## config.mk

```make
export PLATFORM = sky130hd
export DESIGN_NAME = rklru_cell
export DESIGN_NICKNAME = d
export VERILOG_FILES = /design/src/rtl/core/rklru_pkg.sv /design/src/rtl/core/rklru_cell.sv
export SDC_FILE = /design/constraint.sdc
export NUM_CORES = 1
export LEC_CHECK = 0
export CORE_AREA = 2 2 237 239
export CTS_CLUSTER_SIZE = 30
export DETAILED_ROUTE_END_ITERATION = 10
export DIE_AREA = 0 0 239 241
export DONT_BUFFER_PORTS = 1
export SLEW_MARGIN = 15
export SYNTH_ARGS = -nofsm -noshare
export SYNTH_HDL_FRONTEND = slang
export SYNTH_SLANG_ARGS = --single-unit
```

## constraint.sdc

```tcl
create_clock -name clk -period 7.7 [get_ports clk]
set_clock_uncertainty 0.15 [all_clocks]
set_input_delay 0.77 -clock clk [delete_from_list [all_inputs] [get_ports clk]]
set_output_delay 0.77 -clock clk [all_outputs]
set_load 0.05 [all_outputs]
```

## src/rtl/core/rklru_pkg.sv

```systemverilog
`timescale 1ns / 1ps
`default_nettype none
// ----------------------------------------------------------------------------
// rklru_pkg: shared types and constants of the recent-key LRU table
// Table geometry, field layout of the stream words, operation codes, FSM
// states, cell control and the age/prefix helper functions.
// ----------------------------------------------------------------------------
package rklru_pkg;

    localparam int CAPACITY    = 64;
    localparam int KEY_BITS    = 64;
    localparam int TIME_BITS   = 48;
    localparam int EXPIRY_BITS = 32;
    localparam int MAXENT_BITS = 7;
    localparam int OCC_BITS    = $clog2(CAPACITY + 1);
    localparam int AGE_BITS    = (TIME_BITS > EXPIRY_BITS) ? TIME_BITS : EXPIRY_BITS;

    localparam int CFG_IDX_BITS  = 1;
    localparam int CFG_DATA_BITS = EXPIRY_BITS;

    localparam logic [CFG_IDX_BITS-1:0] CFG_MAX_ENTRIES = 1'b0;
    localparam logic [CFG_IDX_BITS-1:0] CFG_EXPIRY_MS   = 1'b1;

    localparam logic [MAXENT_BITS-1:0] MAX_ENTRIES_RST = MAXENT_BITS'(64);
    localparam logic [EXPIRY_BITS-1:0] EXPIRY_MS_RST   = EXPIRY_BITS'(10000);

    // stream word layout
    localparam int IN_DATA_BITS  = ((KEY_BITS + TIME_BITS + 7) / 8) * 8;
    localparam int OB_FOUND      = KEY_BITS;
    localparam int OB_EVICT      = KEY_BITS + 1;
    localparam int OB_CLEAR      = KEY_BITS + 2;
    localparam int OB_CNT_LO     = KEY_BITS + 3;
    localparam int OUT_DATA_BITS = ((KEY_BITS + 3 + OCC_BITS + 7) / 8) * 8;

    typedef enum logic [1:0] {
        OP_ADD    = 2'd0,
        OP_REMOVE = 2'd1,
        OP_PURGE  = 2'd2,
        OP_LIST   = 2'd3
    } op_t;

    typedef enum logic [1:0] {
        ST_IDLE,
        ST_APPLY,
        ST_PURGE,
        ST_LIST
    } state_t;

    typedef struct packed {
        logic take_nbr;   // shift down: take the upper neighbor's entry
        logic take_wrap;  // rotate: take the entry of cell zero
        logic take_new;   // write the request's key and time
        logic flag_load;  // capture a new mark
        logic flag_age;   // mark on expiry instead of key match
    } cell_ctl_t;

    function automatic logic age_expired(input logic [TIME_BITS-1:0]   now_t,
                                         input logic [TIME_BITS-1:0]   then_t,
                                         input logic [EXPIRY_BITS-1:0] limit);
        logic [AGE_BITS-1:0] age;
        age = (now_t >= then_t) ? AGE_BITS'(now_t - then_t) : '0;
        return age > AGE_BITS'(limit);
    endfunction

    // bit i set when any bit at or below i is set
    function automatic logic [CAPACITY-1:0] prefix_or(input logic [CAPACITY-1:0] v);
        logic [CAPACITY-1:0] r;
        r = v;
        for (int s = 1; s < CAPACITY; s = s * 2)
        begin
            r = r | (r << s);
        end
        return r;
    endfunction

endpackage
`default_nettype wire

```

## src/rtl/core/rklru_cell.sv

```systemverilog
`timescale 1ns / 1ps
`default_nettype none
// ----------------------------------------------------------------------------
// rklru_cell: one slot of the recency chain
// Holds a key, its time stamp and a mark bit. Compares against the probe,
// shifts down from its neighbor, rotates from cell zero or takes a new entry.
// ----------------------------------------------------------------------------
module rklru_cell (
    input  wire logic                             clk,
    input  wire logic                             rst_n,
    input  wire rklru_pkg::cell_ctl_t             ctl,
    input  wire logic                             occupied,
    input  wire logic [rklru_pkg::KEY_BITS-1:0]    probe_key,
    input  wire logic [rklru_pkg::TIME_BITS-1:0]   probe_time,
    input  wire logic [rklru_pkg::EXPIRY_BITS-1:0] expiry,
    input  wire logic [rklru_pkg::KEY_BITS-1:0]    new_key,
    input  wire logic [rklru_pkg::TIME_BITS-1:0]   new_time,
    input  wire logic [rklru_pkg::KEY_BITS-1:0]    nbr_key,
    input  wire logic [rklru_pkg::TIME_BITS-1:0]   nbr_time,
    input  wire logic                             nbr_flag,
    input  wire logic [rklru_pkg::KEY_BITS-1:0]    wrap_key,
    input  wire logic [rklru_pkg::TIME_BITS-1:0]   wrap_time,
    output logic [rklru_pkg::KEY_BITS-1:0]         slot_key,
    output logic [rklru_pkg::TIME_BITS-1:0]        slot_time,
    output logic                                  slot_flag
);
    import rklru_pkg::*;

    logic [KEY_BITS-1:0]  key_reg,  key_next;
    logic [TIME_BITS-1:0] time_reg, time_next;
    logic                 flag_reg, flag_next;

    always_comb
    begin
        key_next  = key_reg;
        time_next = time_reg;
        flag_next = flag_reg;
        if (ctl.take_new)
        begin
            key_next  = new_key;
            time_next = new_time;
        end
        else if (ctl.take_wrap)
        begin
            key_next  = wrap_key;
            time_next = wrap_time;
        end
        else if (ctl.take_nbr)
        begin
            key_next  = nbr_key;
            time_next = nbr_time;
            flag_next = nbr_flag;
        end
        if (ctl.flag_load)
        begin
            flag_next = occupied && (ctl.flag_age ?
                        age_expired(probe_time, time_reg, expiry) :
                        (probe_key == key_reg));
        end
    end

    always_ff @(posedge clk)
    begin
        key_reg  <= key_next;
        time_reg <= time_next;
    end

    always_ff @(posedge clk or negedge rst_n)
    begin
        if (!rst_n)
        begin
            flag_reg <= 1'b0;
        end
        else
        begin
            flag_reg <= flag_next;
        end
    end

    assign slot_key  = key_reg;
    assign slot_time = time_reg;
    assign slot_flag = flag_reg;

endmodule
`default_nettype wire

```

After elaboration in Yosys (flattened, before gate mapping). Cells that the tools add are included.

$add $sub $neg: 1. Magnitude comparators: 2. Equality and inequality tests: 3. Mux-type cells: 12. Reductions and logical operators: 4.

Operators by type and width (count): 2-to-1 mux 48 bit (4); 2-to-1 mux 64 bit (3); equality test 64 bit (1); >= comparator 48 bit (1); > comparator 48 x 32 -> 1 bit (1); subtractor 48 bit (1); 2-to-1 mux 1 bit (5); != test 2 bit (second input constant) (2); AND reduction 3 bit (1); nonzero test 3 bit (1); nonzero test 2 bit (1); logical AND 1 bit (1).

Register bits: 113. Output and inout bits: 113.

Logic depth before layout (Yosys ltp). Gate-level depths: netlist of the first run.

Depth after elaboration: 6. Mapped depth: 25.

Worst setup path before layout of the first run. Ideal clock, no wire load.

Kind: input -> register. Start point: input probe_time[0] (netlist bit). End point: register flag_reg, in the netlist slot_flag. Library setup time: 0.125 ns. Arrival: 5.089 ns. Data required time: 7.425 ns. Setup slack: 2.336 ns. Stages: 25. Path buffers: 1. Cells stage by stage: inv_1 ha_1 inv_1 fa_1 a211oi_1 o21ai_2 nand2_1 o21ai_1 a21bo_2 nor2_1 o41ai_1 a31oi_1 buf_2 nor2_1 ha_1 a2111oi_0 o21ai_0 a221oi_1 nor2_1 a2111oi_0 a31oi_1 nor4_1 nand4_1 nor4_1 nor2_1.

Cells in the longest elaborated chain, start to end: 6.

Ends and longest elaborated chain: from (decl) (line rklru_cell.sv:14) `input wire logic [rklru_pkg::TIME_BITS-1:0] probe_time,`; subtractor 48 bit / >= comparator 48 bit (equally long branches) (line rklru_pkg.sv:61) `age = (now_t >= then_t) ? AGE_BITS'(now_t - then_t) : '0;`; 2-to-1 mux 48 bit (*) (line rklru_pkg.sv:61); > comparator 48 x 32 -> 1 bit (*) (line rklru_pkg.sv:62) `return age > AGE_BITS'(limit);`; 2-to-1 mux 1 bit (*) (line rklru_cell.sv:56) `flag_next = occupied && (ctl.flag_age ?`; logical AND 1 bit (*) (line rklru_cell.sv:56); 2-to-1 mux 1 bit (*) (line rklru_cell.sv:54) `if (ctl.flag_load)`; to (signal assigned) (line rklru_cell.sv:76) `flag_reg <= flag_next;`; to (decl) (line rklru_cell.sv:31) `logic flag_reg, flag_next;`.

Mark *: on every way between the ends. The rest lies on a longest branch, timed or not. A chain may end at the register's enable or synchronous reset.

Final worst setup path of the first run.
Start point: register time_reg[0], in the netlist slot_time[0]. End point: register flag_reg, in the netlist slot_flag.

Cells in the longest elaborated chain, start to end: 6.

Ends and longest elaborated chain: from (decl) (line rklru_cell.sv:30) `logic [TIME_BITS-1:0] time_reg, time_next;`; from (signal assigned) (line rklru_cell.sv:65) `time_reg <= time_next;`; subtractor 48 bit / >= comparator 48 bit (equally long branches) (line rklru_pkg.sv:61); 2-to-1 mux 48 bit (*) (line rklru_pkg.sv:61); > comparator 48 x 32 -> 1 bit (*) (line rklru_pkg.sv:62); 2-to-1 mux 1 bit (*) (line rklru_cell.sv:56); logical AND 1 bit (*) (line rklru_cell.sv:56); 2-to-1 mux 1 bit (*) (line rklru_cell.sv:54).

Marks and branches as above.

==> results.md, run 1 <==
* Post-synthesis async set-or-reset flop share at 0.885%
* Post-DRT Antenna Nets at 0
* Chip Width at 239 um
* P_leak at 5.03 nW
* Max cap viols at 0
* Hold Path End: slot_key[46]
* CP Cell Sequence: ha_1, inv_1, fa_1, a211oi_1, o21ai_2, nand2_1, o21ai_1, a21bo_2, nor2_1, o41ai_1, a31oi_2, buf_4, nor3_1, ha_1, nand3_1, nor3_1, nand2_1, or4_1, nor3_1, a31oi_1, nor4_1, nand4_1, nor4_1, nor2_1
* Routability cong. at 0.960
* H-tree depth at 4
* Drt first pass iters at 8
* Clk_lat worst skew at 450 ps
* Worst R2R Path Depth at 24
* Largest net degree at the start of global routing at 227
* Relative slew slack at 39.0%
* WP buf/inv at 2
* # Post-CTS Setup Buffers at 0
* Port bufs at 0
* Dpl hpwl at 46.4 mm
* Sequential area share after synthesis at 31.7%
* Leading register cell type out of synthesis: edfxtp_1
* Psw at 1.15 mW
* Syn_nets at 1819
* Clk pin slew, worst setup/hold paths at 70 ps
* Post-synth EDFFs at 112
* First-pass GRT wire length at 71.5 mm
* Hold Crit Depth at 2
* Final Setup Violations at 0
* Total Die Area at 57600 um^2
* Clk root buf: clkbuf_16
* Reg-to-Reg Start: slot_time[0]
* Avg Inst Size Synth at 8.57 um^2
* Slew Limit Fails at 0
* Wire length per cell at 27.8 um
* Post-Synthesis Cells at 1249
* RSZ-0062 raised after global routing: false
* Post-CTS resize count at 0
* Crit path DAT at 6490 ps
* Hold crit path type: input pin to flip-flop
* Slowest cell on crit path: a31oi_2
* CTS tree: done
* Hold wc startpoint: new_key[46]
* Sequential share of power at 40.0%
* Comb power frac at 28.8%
* Power per cell area at 231 nW/um^2
* Critical path capture point type: flip-flop
* Distinct cell type count after synthesis at 67
* Most common cell in the netlist: nand2_1
* # rows at 86
* Placed cells at 1897
* Fmax at 158 MHz
* Synthesis warning total at 0
* Post-route insts no fill at 1940
* Critical-path maximum fanout at 15
* Switch share at 41.6%
* IO Pins at 602
* Chip height at 241 um
* Total Wirelength at 54.0 mm
* Detailed-route via count at 9642
* CTS max path bufs at 2
* Worst R2R Setup Slack at 1390 ps
* Grt total ovfl at 0
* Setup TNS Final at 0 ps
* Largest area contributor in the netlist: edfxtp_1
* # DRC at 0
* Hold Slack at 377 ps
* Vias per cell at 4.97
* Minimum clock period at 6310 ps
* Top cells by count, synth: nand2_1, o21ai_0, mux2i_1
* Fin crit share at 81.9%
* Hold Vio Cnt, Final at 0
* Worst EP required at 7880 ps
* Layout Area Growth over Synthesis at 12.6%
* Crit Path Class: flip-flop to flip-flop
* Starting DRT DRC Count at 720
* FF+latch count, synth at 113
* Num Clock Sinks at 113
* Total GRT Usage at 17.9%
* Cts bufs inserted at 17
* Reg2Reg Capture Point: slot_flag
* Final nets at 1783
* Initial antenna violation count at 25
* Initial Util at 19.5%
* Core ar. at 54900 um^2
* Critical path's top delay family: simple AND/OR/NAND/NOR gates
* Internal power at 1.62 mW
* Status: finished, final reports clean
* Clock share of power at 31.3%
* Fraction of layout cells with a size suffix above 1 at 4.90%
* Synth Cell Area at 10700 um^2
* Top cell by count, worst path: nor3_1
* CP startpoint kind: flip-flop
* Vias in the first global route at 9352
* Yosys top cell area share at 31.4%
* Synth area leaders: edfxtp_1, mux2i_1, ha_1, o21ai_0, xor2_1
* Peak VDD IR at 145 uV
* Slew at the pin closest to its max-slew limit at 915 ps
* Critical Path Max Stage Delay at 680 ps
==> kinds of logic after synthesis <==
family | share of synthesized area, %
xor gates and xnor gates | 7.77
adders and majority gates | 9.54
and+or+nand+nor | 15.3
AOI/OAI and AO/OA | 18.8
DFF | 31.7
muxes | 11.4
buffers and inverters | 5.46
==> cell usage in the layout (no fill, tap or decap), types with 5 or more instances in the layout <==
cell,count
edfxtp_1,112
nor2_1,66
o21a_1,17
o21ai_0,147
and3_1,8
a31oi_1,9
nand4_1,20
clkbuf_16,17
nand3_1,17
or2_2,5
diode_2,11
inv_1,91
buf_4,6
xor2_1,81
o2111ai_1,5
a21oi_1,60
o211ai_1,7
a211oi_1,9
and2_1,7
nor2b_1,5
a21o_1,23
nor3_1,19
mux2i_1,119
or3_1,5
o31ai_1,6
xnor2_1,14
ha_1,80
nor4_1,22
o21bai_1,6
nand2_1,167
==> power by group through the flow <==
stage | sequential (mW) | combinational (mW) | clock (mW)
3_5_place_dp | 1.12 | 0.793 | 0
2_1_floorplan | 1.06 | 0.610 | 0
3_3_place_gp | 1.12 | 0.789 | 0
5_1_grt | 1.11 | 0.883 | 0.910
4_1_cts | 1.11 | 0.797 | 0.895
6_report | 1.11 | 0.799 | 0.869
==> through the flow <==
stage               utilization [%]  setup WS (ps)  power (mW)  cell area [um^2]
floorplan                         -           2340        1.67             10700
CTS                            21.9           1350        2.80             12000
detailed placement             20.8           1290        1.91             11400
global placement               20.8           1390        1.91             11400
global route                   21.9            838        2.91             12000
finish                         22.0           1390        2.78             12100
==> registers in the layout, summed over array words and instances (netlist names) <==
name / count
slot_key: 64
slot_time: 48
slot_flag: 1
==> worst register-to-register path, cell delays in order, from the launching register on <==
cell and delay (ps):
edfxtp_1 660, ha_1 270, inv_1 60, fa_1 410, a211oi_1 280, o21ai_2 130, nand2_1 110, o21ai_1 120
a21bo_2 270, nor2_1 180, o41ai_1 130, a31oi_2 680, buf_4 320, nor3_1 90, ha_1 300, nand3_1 100
nor3_1 180, nand2_1 90, or4_1 560, nor3_1 190, a31oi_1 120, nor4_1 300, nand4_1 110, nor4_1 320
nor2_1 70
==> what timing repair did <==
item,in CTS,in global routing
endpoints found under the hold margin,1,0
hold buffers,1,0
setup endpoints to repair,0,0
==> final cells by class <==
type / instances / area [um^2]
diodes: 11 / 27.5
clock buffers: 17 / 425
clock inverters: 14 / 189
fillers: 6056 / 42800
inverters: 91 / 342
multi-input cells: 983 / 6740
flip-flops and latches: 113 / 3390
well taps: 704 / 881
repair buffers: 7 / 55.1
==> worst max-delay path by stage <==
stage | slack (ps) | startpoint | to | cells after the start
3_3_place_gp | 1390 | probe_time[0] | slot_flag | 24
4_1_cts | 1350 | slot_time[9] | slot_flag | 22
2_1_floorplan | 2340 | probe_time[0] | slot_flag | 25
6_report | 1390 | slot_time[0] | slot_flag | 24
3_5_place_dp | 1290 | probe_time[0] | slot_flag | 24
5_1_grt | 840 | slot_time[9] | slot_flag | 22
==> layer usage <==
metal	global-route usage, %	wire, um
met5	0	127
met1	19.6	19900
met4	8.35	2310
met3	7.31	5520
met2	30.1	26100
(Power assumes the default switching activity.)
==> inputs of run 2 (changes only) <==
==> constraint.sdc (replaced) <==
create_clock -name clk -period 5.4 [get_ports clk]
set_clock_uncertainty 0.15 [all_clocks]
set_input_delay 0.54 -clock clk [delete_from_list [all_inputs] [get_ports clk]]
set_output_delay 0.54 -clock clk [all_outputs]
set_load 0.05 [all_outputs]
==> run 2 against run 1 <==
Effect of this change: sequential share of layout area fell by 1.9 points; fmax rose by 24%; global-route usage rose by 0.51 points; wire length rose by 2.3%; worst hold slack got worse by 240 ps; critical endpoint unchanged.
==> results.md, run 2 (synthesis gave the netlist of run 1 again) <==
* Final Setup Violations at 0 (unchanged)
* Final instance area at 12900 um^2 (+7.2%)
* Post-DRT Antenna Nets at 0 (unchanged)
* Wire length per cell at 26.8 um (-3.8%)
* Max cap viols at 0 (unchanged)
* Worst R2R Path Depth at 24 (unchanged)
* Slew Limit Fails at 0 (unchanged)
* Layout Area Growth over Synthesis at 20.7%
* Chip Width at 239 um (unchanged)
* Drt first pass iters at 6 (-2)
* # DRC at 0 (unchanged)
* Fin crit share at 94.4% (+13 points)
* Slew at the pin closest to its max-slew limit at 906 ps (-8.80 ps)
* Hold Vio Cnt, Final at 0 (unchanged)
* Clk_lat worst skew at 450 ps (about the same)
* Post-route insts no fill at 2063 (+6.3%)
* Crit path DAT at 5290 ps (-1200 ps)
* CP startpoint kind: flip-flop
* Relative slew slack at 39.6% (+0.59 points)
* Fmax at 196 MHz (+24%)
* Most frequent cells in the layout: nand2_1, o21ai_0, buf_4
* Worst EP required at 5590 ps (-2290 ps)
* Setup TNS Final at 0 ps (unchanged)
* Total Wirelength at 55.2 mm (+2.3%)
* Overall power at 4.01 mW (+44%)
* Pre-CTS WS at -287 ps (-1570 ps)
* Placed cells at 2016 (+6.3%)
* Clk root buf: clkbuf_16
* Largest net degree at the start of global routing at 227 (unchanged)
* Detailed-route via count at 10200 (+5.7%)
* Power per cell area at 310 nW/um^2 (+34%)
* Post-layout util at 23.5% (+1.6 points)
* Final nets at 1902 (+6.7%)
* CTS max path bufs at 2 (unchanged)
* Peak VDD IR at 233 uV (+60%)
* First-pass GRT wire length at 74.1 mm (+3.7%)
* Starting DRT DRC Count at 663 (-7.9%)
* Port bufs at 0 (unchanged)
* Vias per cell at 4.94 (-0.63%)
* CTS tree: done
* Chip height at 241 um (unchanged)
* Crit Path Class: flip-flop to flip-flop
* Core ar. at 54900 um^2 (unchanged)
* Minimum clock period at 5100 ps (-1210 ps)
* H-tree depth at 4 (unchanged)
* P_leak at 5.57 nW (+11%)
* Routability cong. at 0.959 (about the same)
* Fillers at 6016 (-0.66%)
* Hold crit path type: input pin to asynchronous set/reset pin
* # Post-CTS Setup Buffers at 0 (unchanged)
* Max FFs per register at 64 (unchanged)
* Clk pin slew, worst setup/hold paths at 70 ps (about the same)
* Placed instance area at 12300 um^2 (+7.8%)
* Fraction of layout cells with a size suffix above 1 at 14.0% (+9.1 points)
* Setup ws final at 300 ps (-1090 ps)
* Initial antenna violation count at 27 (+8.0%)
* Hold Slack at 137 ps (-240 ps)
* Most common cell after layout, fill and taps aside: nand2_1
* Cts bufs inserted at 17 (unchanged)
* Critical path capture point type: flip-flop
* Status: finished, final reports clean
* RSZ-0062 raised after global routing: false
* Dpl hpwl at 47.5 mm (+2.4%)
* Grt total ovfl at 0 (unchanged)
* Num Clock Sinks at 113 (unchanged)
* # rows at 86 (unchanged)
* Total GRT Usage at 18.4% (+0.51 points)
* Vias in the first global route at 10100 (+7.5%)
* Total Die Area at 57600 um^2 (unchanged)
* Initial Util at 19.5% (unchanged)
* Critical-path maximum fanout at 6 (-9)
* IO Pins at 602 (unchanged)
[run 2: changes by cell type in the layout (fill, tap and decap cells not counted), moves of 2 or more]
cell / previous run / this run
buf_4: 6 / 124
bufinv_16: 4 / 0
diode_2: 11 / 14
clkbuf_1: 0 / 2
clkinv_4: 1 / 3
nor3_1: 19 / 17
nor3_2: 1 / 3
nor4_1: 22 / 20
nor4_2: 0 / 2
[run 2: worst max-delay path, stage by stage (launching register included)]
cell       delay [ps]
edfxtp_1          360
ha_1              180
inv_1              60
fa_1              420
a211oi_2          230
o21ai_2            80
nand2_1           130
o21ai_2            70
a21bo_2           230
nor2_2            150
o41ai_2           100
a31oi_2           180
buf_4             190
nor2_1             70
ha_1              300
a2111oi_0         380
o21ai_1           150
a221oi_2          280
nor2_1             70
a2111oi_1         380
a31oi_1           220
nor4_1            220
nand4_1           140
nor4_2            190
nor2_1             70
[run 2: per-layer routing]
metal  GRT usage (%)  part of all wire, %
met1            20.6                   38
met5               0                 0.21
met3            6.42                  9.0
met2            30.2                   48
met4            11.0                  4.9
[run 2: timing repair]
| item | in CTS | in global routing |
|---|---|---|
| pin swaps | 0 | 4 |
| hold buffers | 1 | 0 |
| gates resized for setup | 2 | 12 |
| endpoints found under the setup margin | 1 | 1 |
| cloned | 0 | 0 |
| endpoints found under the hold margin | 1 | 0 |
[run 2: path summary, 6_finish.rpt]
path	start	end	slack [ps]
setup / recovery	slot_time[0]	slot_flag	300
setup reg to reg	slot_time[0]	slot_flag	300
min in group clk	new_key[40]	slot_key[40]	140
hold reg to reg	slot_flag	slot_flag	1020
max in group asynchronous	rst_n	slot_flag	4850
hold / removal	rst_n	slot_flag	140
[run 2: final cells by class]
cell class / count / area [um^2] / share of cell area (%)
repair buffers: 126 / 952 / 7.37
clock buffers: 19 / 433 / 3.35
well taps: 704 / 881 / 6.82
inverters: 91 / 342 / 2.64
clock inverters: 13 / 90.1 / 0.697
diodes: 14 / 35.0 / 0.271
flip-flops and latches: 113 / 3390 / 26.2
multi-input cells: 983 / 6800 / 52.6
[run 2: power breakdown]
group | total [mW] | switching, mW | internal, mW
clock | 1.07 | 0.482 | 0.584
combinational | 1.52 | 0.909 | 0.609
sequential | 1.42 | 0.333 | 1.09
==> inputs of run 3 (changes only) <==
==> constraint.sdc (replaced) <==
create_clock -name clk -period 5.4 [get_ports clk]
set_clock_uncertainty 0.15 [all_clocks]
set_input_delay 0.27 -clock clk [delete_from_list [all_inputs] [get_ports clk]]
set_output_delay 0.27 -clock clk [all_outputs]
set_load 0.05 [all_outputs]
==> run 3 against run 2 <==
Effect of this change: global-route usage up 1.6 points; non-clock buffer count rose by 270; register-to-register slack worse by 50 ps; critical path depth decreased by 2; sequential power barely moved; sequential share of layout area down 4.9 points; combinational power up 14%; clock-buffer cell count down 2; first-iteration DRC count up 21%; highest routed layer unchanged; fmax is 1.0% lower; critical endpoint unchanged; total power is 9.8% higher; clock power up 16%.
==> results.md, run 3 (synthesis gave the netlist of run 1 again) <==
* Peak VDD IR at 195 uV (-16%)
* Clk pin slew, worst setup/hold paths at 70 ps (about the same)
* Num Clock Sinks at 113 (unchanged)
* H-tree depth at 4 (unchanged)
* Minimum clock period at 5150 ps (+52.5 ps)
* Worst R2R Setup Slack at 250 ps (-50 ps)
* Most frequent cells in the layout: dlygate4sd3_1, nand2_1, o21ai_0
* Drt first pass iters at 5 (-1)
* Starting DRT DRC Count at 800 (+21%)
* Crit path DAT at 5340 ps (+50 ps)
* Layout Area Growth over Synthesis at 48.6%
* Max FFs per register at 64 (unchanged)
* Hold Path End: slot_time[13]
* Status: finished, final reports clean
* Clock share of power at 28.2% (+1.6 points)
* Top cell by count, worst path: nor2_1
* Hold crit path type: input pin to flip-flop
* Cts bufs inserted at 17 (unchanged)
* Chip height at 241 um (unchanged)
* Internal power at 2.58 mW (+13%)
* Critical path capture point type: flip-flop
* Comb power frac at 39.4% (+1.5 points)
* Reg-to-Reg Start: slot_time[19]
* Post-DRT Antenna Nets at 0 (unchanged)
* Fillers at 5733 (-4.7%)
* Clk_lat worst skew at 450 ps (about the same)
* Total Die Area at 57600 um^2 (unchanged)
* Vias per cell at 5.05 (+2.2%)
* Total GRT Usage at 20.0% (+1.6 points)
* Dpl hpwl at 47.5 mm (about the same)
* Vias in the first global route at 11800 (+18%)
* WP buf/inv at 1 (-1)
* Clk root buf: clkbuf_16
* Routability cong. at 0.975 (+1.7%)
* Overall power at 4.40 mW (+9.8%)
* Setup TNS Final at 0 ps (unchanged)
* Critical-path maximum fanout at 6 (unchanged)
* CTS max path bufs at 2 (unchanged)
* Power per cell area at 277 nW/um^2 (-11%)
* Fin crit share at 95.4% (+0.97 points)
* Hold Crit Depth at 2
* First-pass GRT wire length at 82.3 mm (+11%)
* Final nets at 2172 (+14%)
* Psw at 1.82 mW (+5.4%)
* RSZ-0062 raised after global routing: false
* Met1 WL at 21.8 mm (+3.9%)
* CP Cell Sequence: inv_1, ha_1, a21oi_1, o21ai_0, nor3_1, o211ai_1, nand2_1, nor2_1, nor2_1, xor2_1, nor2_1, ha_1, nand4_1, nor3_2, nand2_1, or4_4, nor3_4, a31oi_2, nor4_2, nand4_1, nor4_2, nor2_1
* Initial Util at 19.5% (unchanged)
* Crit Path Class: flip-flop to flip-flop
* Chip Width at 239 um (unchanged)
* Critical Path Max Stage Delay at 510 ps (+90 ps)
* Slowest cell on crit path: or4_4
* Switch share at 41.3% (-1.7 points)
* Slew at the pin closest to its max-slew limit at 981 ps (+74.9 ps)
* Sequential share of power at 32.4% (-3.1 points)
* Detailed-route via count at 11800 (+16%)
* P_leak at 6.68 nW (+20%)
* CP startpoint kind: flip-flop
* Fraction of layout cells with a size suffix above 1 at 11.8% (-2.2 points)
* CTS tree: done
* # rows at 86 (unchanged)
* Grt total ovfl at 0 (unchanged)
* Core ar. at 54900 um^2 (unchanged)
* Fmax at 194 MHz (-1.0%)
* Met3 WL at 6.01 mm (+21%)
* Relative slew slack at 34.6% (-5.0 points)
* Reg2Reg Capture Point: slot_flag
* Worst EP required at 5580 ps (about the same)
* Most common cell after layout, fill and taps aside: dlygate4sd3_1
* Critical path's top delay family: simple AND/OR/NAND/NOR gates
* Port bufs at 0 (unchanged)
* IO Pins at 602 (unchanged)
* CP startpoint: slot_time[19]
* Worst R2R Path Depth at 22 (-8.3%)
* Met2 wire length at 28.7 mm (+8.5%)
* Total Wirelength at 60.6 mm (+9.7%)
* Hold Vio Cnt, Final at 0 (unchanged)
* Slew Limit Fails at 0 (unchanged)
* Hold wc startpoint: new_time[13]
* # DRC at 0 (unchanged)
* Largest net degree at the start of global routing at 204 (-10%)
* Initial antenna violation count at 28 (+3.7%)
* Final Setup Violations at 0 (unchanged)
* Uppermost layer routed: met5
* Wire length per cell at 26.0 um (-3.0%)
* Max cap viols at 0 (unchanged)
## run 3: worst register-to-register path, stage by stage, from the launching register on
cell      delay [ps]
edfxtp_1         400
inv_1             90
ha_1             300
a21oi_1          300
o21ai_0          170
nor3_1           320
o211ai_1         310
nand2_1          270
nor2_1            60
nor2_1           130
xor2_1           170
nor2_1            60
ha_1             290
nand4_1          140
nor3_2           180
nand2_1          100
or4_4            510
nor3_4           180
a31oi_2           90
nor4_2           310
nand4_1          140
nor4_2           330
nor2_1            60
## run 3: repair_timing
action,CTS,global route
endpoints found under the setup margin,1,1
pin swaps,4,15
hold endpoints to repair,108,1
setup buffers,0,8
hold buffers,293,1
gates resized for setup,5,42
cloned,0,0
## run 3: layout make-up
class	instances	area, um^2	share of cell area [%]
diodes	14	35.0	0.220
clock buffers	17	425	2.67
clock inverters	15	180	1.13
inverters	91	342	2.15
multi-input cells	983	6930	43.5
flip-flops and latches	113	3390	21.3
well taps	704	881	5.54
repair buffers	396	3730	23.5
## run 3: routing by layer
metal	vias up	global-route usage, %
met5	-	0
met4	20	12.4
met3	167	6.95
met2	687	33.4
met1	5649	21.9
li1	5252	-
## run 3: power groups by stage
stage	Clock (mW)	Sequential, mW	Combinational [mW]
floorplan	0	1.52	0.870
global placement	0	1.44	1.42
detailed placement	0	1.44	1.43
CTS	1.27	1.42	1.64
global route	1.30	1.43	1.87
finish	1.24	1.43	1.74
## run 3: worst max path at each step
stage | endpoint | slack [ps] | depth (start not counted)
after detailed placement | slot_flag | -230 | 24
after floorplan | slot_flag | 120 | 24
after global placement | slot_flag | -110 | 24
final | slot_flag | 250 | 22
after global routing | slot_flag | 0.09 | 26
after CTS | slot_flag | 4 | 24
## run 3: per-stage QoR
| step | hold slack [ps] | std cells | instance area, um^2 | setup WS [ps] | utilization [%] |
|---|---|---|---|---|---|
| 6_report | 32.8 | 2333 | 15900 | 248 | 29.0 |
| 5_1_grt | 3.01 | 2328 | 15900 | 0.0937 | 29.0 |
| 4_1_cts | 0.674 | 2310 | 15600 | 4.41 | 28.5 |
| 3_5_place_dp | -175 | 1985 | 12100 | -232 | 22.0 |
| 3_3_place_gp | -175 | 1985 | 12100 | -106 | 22.0 |
| 2_1_floorplan | -176 | 1249 | 10700 | 118 | - |
